## config.mk

```make
export PLATFORM = sky130hd
export DESIGN_NAME = matrix_row_and_column_abs_sum_norm_flat
export DESIGN_NICKNAME = d
export VERILOG_FILES = /design/src/rtl/mrcn_pkg.sv /design/src/rtl/mrcn_if.sv /design/src/rtl/mrcn_colmem.sv /design/src/rtl/matrix_row_and_column_abs_sum_norm.sv /design/src/flat_wrapper.sv
export SDC_FILE = /design/constraint.sdc
export NUM_CORES = 2
export LEC_CHECK = 0
export ABC_AREA = 0
export BUFFER_PORTS_ARGS = -buffer_cell sky130_fd_sc_hd__buf_2
export CAP_MARGIN = 20
export CORE_AREA = 5 5 264 523
export DETAILED_ROUTE_END_ITERATION = 10
export DIE_AREA = 0 0 269 528
export PLACE_DENSITY = 0.71
export RECOVER_POWER = 25
export SLEW_MARGIN = 15
export SYNTH_ARGS = -nofsm -noshare
export SYNTH_HDL_FRONTEND = slang
export SYNTH_HIERARCHICAL = 1
export SYNTH_SLANG_ARGS = --single-unit
```

## constraint.sdc

```tcl
create_clock -name clk -period 16.5 [get_ports clk]
set_clock_uncertainty 0.1 [all_clocks]
set_input_delay 0.825 -clock clk [delete_from_list [all_inputs] [get_ports clk]]
set_output_delay 0.825 -clock clk [all_outputs]
set_load 0.1 [all_outputs]
```

## src/rtl/mrcn_pkg.sv

```systemverilog
// Package for the matrix row/column abs-sum norm block.
// Sizes, register indexes, the column memory request type and the arithmetic helpers.
// No dependencies.
package mrcn_pkg;

    localparam int MAX_DIM = 64;
    localparam int POS_W   = $clog2(MAX_DIM);
    localparam int CNT_W   = 7;
    localparam int CMP_W   = (POS_W + 1 > CNT_W) ? POS_W + 1 : CNT_W;
    localparam int ELEM_W  = 16;
    localparam int MAG_W   = ELEM_W + 1;
    localparam int SUM_W   = 22;
    localparam int ADDR_W  = 3;
    localparam int DATA_W  = 32;

    localparam logic [SUM_W-1:0] SUM_MAX = {SUM_W{1'b1}};

    typedef enum logic {
        REG_ROW_COUNT = 1'b0,
        REG_COL_COUNT = 1'b1
    } reg_idx_t;

    typedef struct packed {
        logic             wr_en;
        logic [POS_W-1:0] wr_addr;
        logic             rd_en;
        logic [POS_W-1:0] rd_addr;
    } cmem_req_t;

    function automatic logic [SUM_W-1:0] sat_add(input logic [SUM_W-1:0] a,
                                                 input logic [MAG_W-1:0] b);
        logic [SUM_W:0] s;
        s = {1'b0, a} + (SUM_W+1)'(b);
        return s[SUM_W] ? SUM_MAX : s[SUM_W-1:0];
    endfunction

    function automatic logic [CMP_W-1:0] clamp_count(input logic [CNT_W-1:0] v);
        logic [CMP_W-1:0] w;
        w = CMP_W'(v);
        if (v == '0)
        begin
            return CMP_W'(1);
        end
        else if (w > CMP_W'(MAX_DIM))
        begin
            return CMP_W'(MAX_DIM);
        end
        return w;
    endfunction

endpackage

```

## src/rtl/mrcn_if.sv

```systemverilog
// Request channels of the norm block: element input and norm result.
// Depends on mrcn_pkg.
interface mrcn_elem_if import mrcn_pkg::*; ();
    logic                     valid;
    logic                     ready;
    logic signed [ELEM_W-1:0] element_value;

    modport source (output valid, output element_value, input ready);
    modport sink   (input valid, input element_value, output ready);
endinterface

interface mrcn_norm_if import mrcn_pkg::*; ();
    logic             valid;
    logic             ready;
    logic [SUM_W-1:0] row_norm;
    logic [SUM_W-1:0] col_norm;

    modport source (output valid, output row_norm, output col_norm, input ready);
    modport sink   (input valid, input row_norm, input col_norm, output ready);
endinterface

```

## src/rtl/mrcn_colmem.sv

```systemverilog
// Column sum store: one write port, one registered read port.
// Read data bypasses a write to the same entry in the same cycle. Depends on mrcn_pkg.
module mrcn_colmem import mrcn_pkg::*;
(
    input  logic             clk,
    input  cmem_req_t        req,
    input  logic [SUM_W-1:0] wr_data,
    output logic [SUM_W-1:0] rd_data
);

    logic [SUM_W-1:0] mem [MAX_DIM];
    logic [SUM_W-1:0] rd_data_reg;

    always_ff @(posedge clk)
    begin
        if (req.wr_en)
        begin
            mem[req.wr_addr] <= wr_data;
        end
    end

    always_ff @(posedge clk)
    begin
        if (req.rd_en)
        begin
            if (req.wr_en && (req.wr_addr == req.rd_addr))
            begin
                rd_data_reg <= wr_data;
            end
            else
            begin
                rd_data_reg <= mem[req.rd_addr];
            end
        end
    end

    assign rd_data = rd_data_reg;

endmodule

```

## src/rtl/matrix_row_and_column_abs_sum_norm.sv

```systemverilog
// Matrix infinity norm and one norm, top level.
// Depends on mrcn_pkg, mrcn_if and mrcn_colmem.
//
// Usage:
//   Program row_count (address 0) and col_count (address 4) over the APB port,
//   then stream the matrix elements in row-major order on elem. A count of 0
//   counts as 1, one above 64 as 64.
//   After the last element one request appears on norm carrying row_norm
//   (largest absolute row sum) and col_norm (largest absolute column sum);
//   the block then starts over for the next matrix.
// Timing:
//   One element per cycle while elem.ready is high. The result is registered
//   after stage 1. The rate is set by the read-modify-write of the column sum
//   memory (one read and one write port, bypass on the same entry).
// Reset:
//   Both counts return to 1, positions, running sum and maxima to zero. The
//   column memory is not cleared; row 0 overwrites its entries.
// Stall:
//   The result waits in the output register; elements keep flowing until a
//   second result would need that register, then elem.ready drops.
module matrix_row_and_column_abs_sum_norm import mrcn_pkg::*;
(
    input  logic               clk,
    input  logic               rst_n,
    mrcn_elem_if.sink          elem,
    mrcn_norm_if.source        norm,
    input  logic               psel,
    input  logic               penable,
    input  logic               pwrite,
    input  logic [ADDR_W-1:0]  paddr,
    input  logic [DATA_W-1:0]  pwdata,
    output logic [DATA_W-1:0]  prdata,
    output logic               pready
);

    logic [CNT_W-1:0] row_count_reg;
    logic [CNT_W-1:0] col_count_reg;
    reg_idx_t         reg_idx;
    logic             cfg_wr;

    logic [POS_W-1:0] row_pos_reg;
    logic [POS_W-1:0] col_pos_reg;
    logic [CMP_W-1:0] rows;
    logic [CMP_W-1:0] cols;
    logic             last_col;
    logic             last_row;
    logic [MAG_W-1:0] mag;
    logic signed [MAG_W-1:0] elem_ext;
    logic             accept;

    logic             s1_valid_reg;
    logic [MAG_W-1:0] s1_mag_reg;
    logic [POS_W-1:0] s1_col_reg;
    logic             s1_first_row_reg;
    logic             s1_last_col_reg;
    logic             s1_last_row_reg;
    logic             s1_res;
    logic             s1_adv;
    logic             s1_fire;

    logic [SUM_W-1:0] rd_data;
    logic [SUM_W-1:0] csum;
    logic [SUM_W-1:0] run_sum;
    logic [SUM_W-1:0] run_reg;
    logic [SUM_W-1:0] row_max_reg;
    logic [SUM_W-1:0] col_max_reg;
    logic [SUM_W-1:0] row_max_next;
    logic [SUM_W-1:0] col_max_next;

    logic             out_valid_reg;
    logic [SUM_W-1:0] row_norm_reg;
    logic [SUM_W-1:0] col_norm_reg;

    cmem_req_t        cmem_req;

    // configuration port
    assign pready  = 1'b1;
    assign reg_idx = reg_idx_t'(paddr[2]);
    assign cfg_wr  = psel && penable && pwrite && pready;

    always_ff @(posedge clk or negedge rst_n)
    begin
        if (!rst_n)
        begin
            row_count_reg <= CNT_W'(1);
            col_count_reg <= CNT_W'(1);
        end
        else if (cfg_wr)
        begin
            unique case (reg_idx)
                REG_ROW_COUNT: row_count_reg <= pwdata[CNT_W-1:0];
                REG_COL_COUNT: col_count_reg <= pwdata[CNT_W-1:0];
                default:       ;
            endcase
        end
    end

    always_comb
    begin
        unique case (reg_idx)
            REG_ROW_COUNT: prdata = DATA_W'(row_count_reg);
            REG_COL_COUNT: prdata = DATA_W'(col_count_reg);
            default:       prdata = '0;
        endcase
    end

    // stage 0: position tracking and memory read
    assign rows     = clamp_count(row_count_reg);
    assign cols     = clamp_count(col_count_reg);
    assign last_col = (CMP_W'(col_pos_reg) + CMP_W'(1)) >= cols;
    assign last_row = (CMP_W'(row_pos_reg) + CMP_W'(1)) >= rows;
    assign elem_ext = MAG_W'(elem.element_value);
    assign mag      = elem_ext[MAG_W-1] ? MAG_W'(-elem_ext) : MAG_W'(elem_ext);

    assign s1_res     = s1_last_col_reg && s1_last_row_reg;
    assign s1_adv     = !s1_valid_reg || !s1_res || !out_valid_reg || norm.ready;
    assign s1_fire    = s1_valid_reg && s1_adv;
    assign elem.ready = s1_adv;
    assign accept     = elem.valid && s1_adv;

    always_ff @(posedge clk or negedge rst_n)
    begin
        if (!rst_n)
        begin
            row_pos_reg <= '0;
            col_pos_reg <= '0;
        end
        else if (accept)
        begin
            if (!last_col)
            begin
                col_pos_reg <= col_pos_reg + POS_W'(1);
            end
            else
            begin
                col_pos_reg <= '0;
                row_pos_reg <= last_row ? '0 : row_pos_reg + POS_W'(1);
            end
        end
    end

    always_ff @(posedge clk or negedge rst_n)
    begin
        if (!rst_n)
        begin
            s1_valid_reg <= 1'b0;
        end
        else if (s1_adv)
        begin
            s1_valid_reg <= accept;
        end
    end

    always_ff @(posedge clk)
    begin
        if (accept)
        begin
            s1_mag_reg       <= mag;
            s1_col_reg       <= col_pos_reg;
            s1_first_row_reg <= (row_pos_reg == '0);
            s1_last_col_reg  <= last_col;
            s1_last_row_reg  <= last_row;
        end
    end

    assign cmem_req.rd_en   = accept;
    assign cmem_req.rd_addr = col_pos_reg;
    assign cmem_req.wr_en   = s1_fire;
    assign cmem_req.wr_addr = s1_col_reg;

    mrcn_colmem u_colmem
    (
        .clk     (clk),
        .req     (cmem_req),
        .wr_data (csum),
        .rd_data (rd_data)
    );

    // stage 1: accumulate and track maxima
    assign csum    = s1_first_row_reg ? SUM_W'(s1_mag_reg) : sat_add(rd_data, s1_mag_reg);
    assign run_sum = sat_add(run_reg, s1_mag_reg);

    assign row_max_next = (s1_last_col_reg && (run_sum > row_max_reg)) ? run_sum : row_max_reg;
    assign col_max_next = (s1_last_row_reg && (csum > col_max_reg)) ? csum : col_max_reg;

    always_ff @(posedge clk or negedge rst_n)
    begin
        if (!rst_n)
        begin
            run_reg     <= '0;
            row_max_reg <= '0;
            col_max_reg <= '0;
        end
        else if (s1_fire)
        begin
            run_reg <= s1_last_col_reg ? '0 : run_sum;
            if (s1_res)
            begin
                row_max_reg <= '0;
                col_max_reg <= '0;
            end
            else
            begin
                row_max_reg <= row_max_next;
                col_max_reg <= col_max_next;
            end
        end
    end

    // output register
    always_ff @(posedge clk or negedge rst_n)
    begin
        if (!rst_n)
        begin
            out_valid_reg <= 1'b0;
        end
        else if (s1_fire && s1_res)
        begin
            out_valid_reg <= 1'b1;
        end
        else if (norm.ready)
        begin
            out_valid_reg <= 1'b0;
        end
    end

    always_ff @(posedge clk)
    begin
        if (s1_fire && s1_res)
        begin
            row_norm_reg <= row_max_next;
            col_norm_reg <= col_max_next;
        end
    end

    assign norm.valid    = out_valid_reg;
    assign norm.row_norm = row_norm_reg;
    assign norm.col_norm = col_norm_reg;

endmodule

```

## src/flat_wrapper.sv

```systemverilog
// flat-port wrapper written by rule: the top's interface ports become plain ports
module matrix_row_and_column_abs_sum_norm_flat import mrcn_pkg::*;
  (clk, rst_n, psel, penable, pwrite, paddr, pwdata, prdata, pready, elem_valid, elem_element_value, elem_ready, norm_valid, norm_row_norm, norm_col_norm, norm_ready);
  mrcn_elem_if elem_i ();
  mrcn_norm_if norm_i ();
  input  logic clk;
  input  logic rst_n;
  input  logic psel;
  input  logic penable;
  input  logic pwrite;
  input  logic [ADDR_W-1:0] paddr;
  input  logic [DATA_W-1:0] pwdata;
  output logic [DATA_W-1:0] prdata;
  output logic pready;
  input wire logic [$bits(elem_i.valid)-1:0] elem_valid;
  input wire logic [$bits(elem_i.element_value)-1:0] elem_element_value;
  output wire logic [$bits(elem_i.ready)-1:0] elem_ready;
  output wire logic [$bits(norm_i.valid)-1:0] norm_valid;
  output wire logic [$bits(norm_i.row_norm)-1:0] norm_row_norm;
  output wire logic [$bits(norm_i.col_norm)-1:0] norm_col_norm;
  input wire logic [$bits(norm_i.ready)-1:0] norm_ready;
  assign elem_i.valid = elem_valid;
  assign elem_i.element_value = elem_element_value;
  assign elem_ready = elem_i.ready;
  assign norm_valid = norm_i.valid;
  assign norm_row_norm = norm_i.row_norm;
  assign norm_col_norm = norm_i.col_norm;
  assign norm_i.ready = norm_ready;
  matrix_row_and_column_abs_sum_norm u_core (.clk(clk), .rst_n(rst_n), .elem(elem_i), .norm(norm_i), .psel(psel), .penable(penable), .pwrite(pwrite), .paddr(paddr), .pwdata(pwdata), .prdata(prdata), .pready(pready));
endmodule
```

* Yosys cells after proc, flatten, opt, wreduce, memory -nomap -nowiden
Memories as Yosys holds them, arrays and structs flattened. A register that Yosys moved wholly into a read port is not among the register bits.
Index checks and enable logic that the tools add are counted.
** Word-level totals
- Output and inout port bits :: 79
- Bits in registers :: 164
- Memory bits (writable) :: 1408
- Input port bits :: 58
- Memories :: 1
- Word-level logic and storage cells :: 79
** Cells by class
- Bitwise logic cells :: 1
- Muxes and demuxes :: 26
- Reductions and logical operators :: 21
- Order comparisons :: 6
- Add/sub/neg operators :: 7
** Memories
- u_core.u_colmem.mem :: words 64, bits a word 22, read ports 1, clocked after Yosys merged registers in 1, wr ports 1, line mrcn_colmem.sv:11 : logic [SUM_W-1:0] mem [MAX_DIM];
** Operators with widths (number)
- two-way mux 22 bit :: 8
- one-hot mux 32 bit (2 select lines) :: 1
- adder 22 x 17 -> 23 bit :: 2
- greater-than comparator 22 bit :: 2
- two-way mux 7 bit :: 6
- negator 16 -> 17 bit :: 1
- two-way mux 15 bit :: 1
- adder 6 x 1 -> 7 bit, second input constant :: 2
- >= comparator 7 bit :: 2
- greater-than comparator 7 bit, second input constant :: 2
- zero test 7 bit :: 2
- adder 6 x 1 -> 6 bit, second input constant :: 2
- two-way mux 6 bit :: 2
- logical AND 1 bit :: 8
- two-way mux 1 bit :: 8
- zero test 6 bit :: 1
- AND reduction 2 bit :: 3
- zero test 1 bit :: 3
- logical OR 1 bit :: 3
- nonzero test 2 bit :: 1
- NOT 1 bit :: 1

* Logic depth before layout (Yosys ltp)
- Depth in word-level cells :: 8
- Gate-level depth with buffers :: 23
- Gate-level depth less buffers :: 20

* By module
The synthesis kept the hierarchy.
** Modules (own cells, without submodules)
- mrcn_colmem :: cells each 2781, times used 1, area an instance 55429.4 um2, sequential area each 42941.2 um2
- matrix_row_and_column_abs_sum_norm :: cells each 1105, times used 1, area an instance 10859.2 um2, sequential area each 4456.8 um2

* Worst setup path before layout
OpenSTA, ideal clock, no wires.
- Kind :: register -> register
- From :: reg u_core.s1_mag_reg[0]
- To :: reg u_core.col_norm_reg[16], in the netlist u_core/norm.col_norm[16], data pin
- Path buffers :: 2
- Stages on the path, launching flop included :: 20
- Data required time :: 16.140 ns
- Setup slack :: 10.232 ns
- Arrival time :: 5.908 ns
- Setup time :: 0.260 ns
- Cell sequence :: edfxtp_1 ha_1 inv_1 fa_1 nor2b_4 o31a_1 or3_4 a21oi_4 o21ai_1 xnor2_1 a31oi_1 ha_1 and4_1 nand4_1 a21o_1 o2111ai_1 o21bai_1 buf_2 buf_2 mux2_2
** Between the ends
- Word-level cells in the longest chain between the ends :: 6
** RTL lines
- from (decl) :: line matrix_row_and_column_abs_sum_norm.sv:52 : logic [MAG_W-1:0] s1_mag_reg;
- from (signal assigned) :: line matrix_row_and_column_abs_sum_norm.sv:158 : s1_mag_reg <= mag;
- adder 22 x 17 -> 23 bit :: line mrcn_pkg.sv:33 : s = {1'b0, a} + (SUM_W+1)'(b);
- two-way mux 22 bit :: line mrcn_pkg.sv:34 : return s[SUM_W] ? SUM_MAX : s[SUM_W-1:0];
- two-way mux 22 bit :: line matrix_row_and_column_abs_sum_norm.sv:180 : assign csum = s1_first_row_reg ? SUM_W'(s1_mag_reg) : sat_add(rd_data, s1_mag_reg);
- via u_core.csum[12] :: line matrix_row_and_column_abs_sum_norm.sv:62 : logic [SUM_W-1:0] csum;
- greater-than comparator 22 bit :: line matrix_row_and_column_abs_sum_norm.sv:184 : assign col_max_next = (s1_last_row_reg && (csum > col_max_reg)) ? csum : col_max_reg;
- logical AND 1 bit :: line matrix_row_and_column_abs_sum_norm.sv:184
- two-way mux 22 bit :: line matrix_row_and_column_abs_sum_norm.sv:184
- via u_core.col_max_next[16] :: line matrix_row_and_column_abs_sum_norm.sv:68 : logic [SUM_W-1:0] col_max_next;
- to (signal assigned) :: line matrix_row_and_column_abs_sum_norm.sv:232 : col_norm_reg <= col_max_next;
- to (decl) :: line matrix_row_and_column_abs_sum_norm.sv:72 : logic [SUM_W-1:0] col_norm_reg;
The timed path passes the listed nets, and every way through them passes these cells.
A chain may end at the register's enable or synchronous reset.

==> results by group <==
Clocking
  • Clock slew at reported path FFs: ~0.07 ns
  • CTS Hold Bufs: 1
  • # clock sinks: 1594
  • CTS root buf: clkbuf_16
  • CTS Buffer Depth: 3
  • # resized after CTS: 0
  • Clock Latency Late Sink: 0.77 ns
  • H-Tree Depth: 4
  • CTS Buf Count: ~130
  • CTS tree: yes
  • Setup bufs post-CTS: 0

Power
  • Gate power share: 0.347
  • Sw Pwr: just under 5 mW
  • Max IR drop VDD: roughly 0.19 mV
  • Leak: between 20 and 25 nW
  • Register share of total power: 0.421
  • Cell internal pwr: roughly 8.7 mW
  • PD cells: 187 nW/um^2
  • Switching Share: 0.363
  • Clk network pwr share: 0.233

Timing
  • Max_slew headroom: -1.80
  • Final period utilization: 0.505
  • Max Slew Vio Count: 873
  • Hold WS: 0.193 ns
  • RSZ-0062 raised after global routing: no
  • Post-Route Setup TNS: 0 ns
  • Final setup fails: 0
  • F_max: 0.120 GHz
  • Worst-margin pin slew: 4.21 ns
  • Tmin final: approximately 8.3 ns
  • Final Hold Fails: 0

Die
  • Site Rows: 190
  • DIE AREA: 142000 sq um
  • CORE AREA: about 130000 sq um
  • Die Ht: 528 microns
  • Die W: between 200 and 300 microns
  • Io pins: 137
  • Initial Util: 0.496

Cells and area
  • Fin nets: 4172
  • P&R area growth vs syn: 10.5%
  • Largest register FFs: 1408
  • # fillers: between 10000 and 15000
  • Register with the most flip-flops: u_core/u_colmem/mem
  • Fraction of layout cells with a size suffix above 1: 0.151
  • Post-layout util: 0.548

Synthesis
  • Top-area cell type share of the netlist area: 0.680
  • Yosys reg bits: approximately 1600
  • Adder-Cell Fraction of Synth Area: 0.0187
  • Mux contribution to synthesized area: 0.131
  • Compound-Gate Fraction of Synth Area: 0.0650
  • Area leader, netlist: edfxtp_1
  • Post-Syn Area: 66300 sq um
  • Largest family of logic cells by synthesized area: multiplexers
  • Post-Synth XOR/XNOR Area: 0.00687
  • Post-synth EDFFs: 1500
  • Async set-reset flop share out of synthesis: 0.0590
  • Seq/Total Area, Yosys: 0.715
  • Warnings from Yosys: 6
  • Mean Syn Cell Area: about 17 sq um
  • Synth top area cells: edfxtp_1, mux2i_1, mux4_2
  • Synth Instances: 3886
  • Ys flop type: edfxtp_1
  • Simple-Gate Fraction of Synth Area: 0.0415
  • Cell variety after synth: 90

Run status
  • Status: finished with violations
  • Failing checks: max-capacitance violations, max-slew violations

Routing
  • Post-DRT Antenna Nets: 0
  • Max Used Layer: met4
  • WL final: 178000 microns
  • Via-per-instance ratio: 6.24
  • First-pass DRT Iterations: 6
  • DRC Markers: 0
  • Met2 routed WL: roughly 90000 microns
  • DR WL/cell: 30.4 microns
  • Metal3 WL: between 10000 and 15000 microns
  • DRT iter0 DRCs: around 3200
  • Met1 WL: ~56000 microns
  • Via count: 36600

Critical path
  • Critical Path AT: 8.64 ns
  • CP Class: flop to flop
  • Worst R2R Setup Slack: approximately 8.2 ns
  • Crit start category: flop
  • Worst-path maximum fanout: 134
  • Crit path capture type: flop
  • Worst Path Required: about 17 ns

Place
  • RD Place Congestion: ~0.93
  • Port buffer count: 83
  • DP Wirelength: 110000 microns

Global routing
  • GR Util All Layers: 0.247
  • Vias in the first global route: 37200
  • Largest net degree at the start of global routing: about 140
  • Initial antenna violation count: 6
  • Gr ovfl total: 0
  • Global-route wire length before repair: 253000 microns

Run
  • MaxCap Viol Count: 33

Hold path
  • Worst Hold Class: input pin to flop
## power by group through the flow
stage          combinational, mW  sequential (mW)  clock [mW]
2_1_floorplan               2.77             6.04           0
3_3_place_gp                4.61             5.82           0
3_5_place_dp                4.74             5.83           0
4_1_cts                     4.75             5.74        3.24
5_1_grt                     5.01             5.77        3.38
6_report                    4.74             5.75        3.18
## cells in the mapped netlist (all sizes together) (92+ instances only)
| master | number |
|---|---|
| a22oi | 147 |
| a22o | 109 |
| nand3 | 97 |
| mux2i | 461 |
| clkbuf | 102 |
| nand2 | 173 |
| o21ai | 134 |
| nor2 | 124 |
| ha | 96 |
| dfrtp | 92 |
| buf | 124 |
| edfxtp | 1500 |
| mux4 | 149 |
## layout make-up
type	count	area [sq um]	area share
diodes	11	27.5	0.000376
clock buffers	158	3520	0.0480
clock inverters	80	831	0.0113
inverters	86	323	0.00441
multi-input cells	2005	17900	0.245
flip-flops and latches	1594	47400	0.647
well taps	1728	2160	0.0295
repair buffers	198	1080	0.0147
## path summary, 6_finish.rpt
path                                  startpoint  cells past startpoint                          to
hold / removal                        elem_valid                      2         u_core/s1_valid_reg
hold reg to reg                u_core/run_reg[6]                      2           u_core/run_reg[6]
setup / recovery           u_core/col_pos_reg[2]                      8  u_core/u_colmem/rd_data[0]
setup reg to reg           u_core/col_pos_reg[2]                      8  u_core/u_colmem/rd_data[0]
min in group asynchronous                  rst_n                      2      u_core/col_max_reg[13]
max in group asynchronous                  rst_n                      3       u_core/col_pos_reg[2]
## cell usage in the layout, fill, tap and decap left out, drive strengths merged, types with 16 or more instances in the layout
cell type,Yosys,routed
a21o,25,25
a21oi,55,55
a22o,109,109
a22oi,147,147
and4,24,24
buf,124,101
clkbuf,102,254
clkinv,1,50
conb,2,27
dfrtp,92,92
edfxtp,1500,1500
ha,96,96
inv,85,95
mux2,64,64
mux2i,461,461
mux4,149,149
nand2,173,173
nand2b,24,24
nand3,97,97
nand4,35,35
nor2,124,124
nor2b,16,16
o211ai,28,28
o21ai,134,134
o2bb2ai,16,16
xnor2,33,33
xor2,19,19
## worst max-delay path, cell delays in order (launching register included)
cell and delay (ns):
dfrtp_4 0.95, clkbuf_1 2.98, buf_4 1.00, buf_12 0.73, mux4_2 0.42, mux2_2 0.31
nand2_1 0.43, and4_1 0.49, o211ai_1 0.32
## per-stage QoR
stage / setup WS [ns] / power (mW) / instances / area (sq um)
5_1_grt: 7.93 / 14.2 / 5860 / 73300
2_1_floorplan: 10.23 / 8.81 / 3911 / 66400
6_report: 8.17 / 13.7 / 5860 / 73300
4_1_cts: 10.13 / 13.7 / 5849 / 73500
3_5_place_dp: 10.14 / 10.6 / 5610 / 69200
3_3_place_gp: 10.20 / 10.4 / 5605 / 69100
## kinds of logic after synthesis
group	Yosys count
AOI/OAI and AO/OA	594
xor gates and xnor gates	52
adders and majority gates	98
buffers and inverters	312
DFF	1594
muxes	674
other	2
and+or+nand+nor	560
## layer usage
| layer | track usage | vias up |
|---|---|---|
| li1 | - | 15600 |
| met1 | 0.259 | 18700 |
| met2 | 0.428 | 1666 |
| met3 | 0.0323 | 579 |
| met4 | 0.222 | 0 |
| met5 | 0 | - |
(Power assumes the default switching activity.)
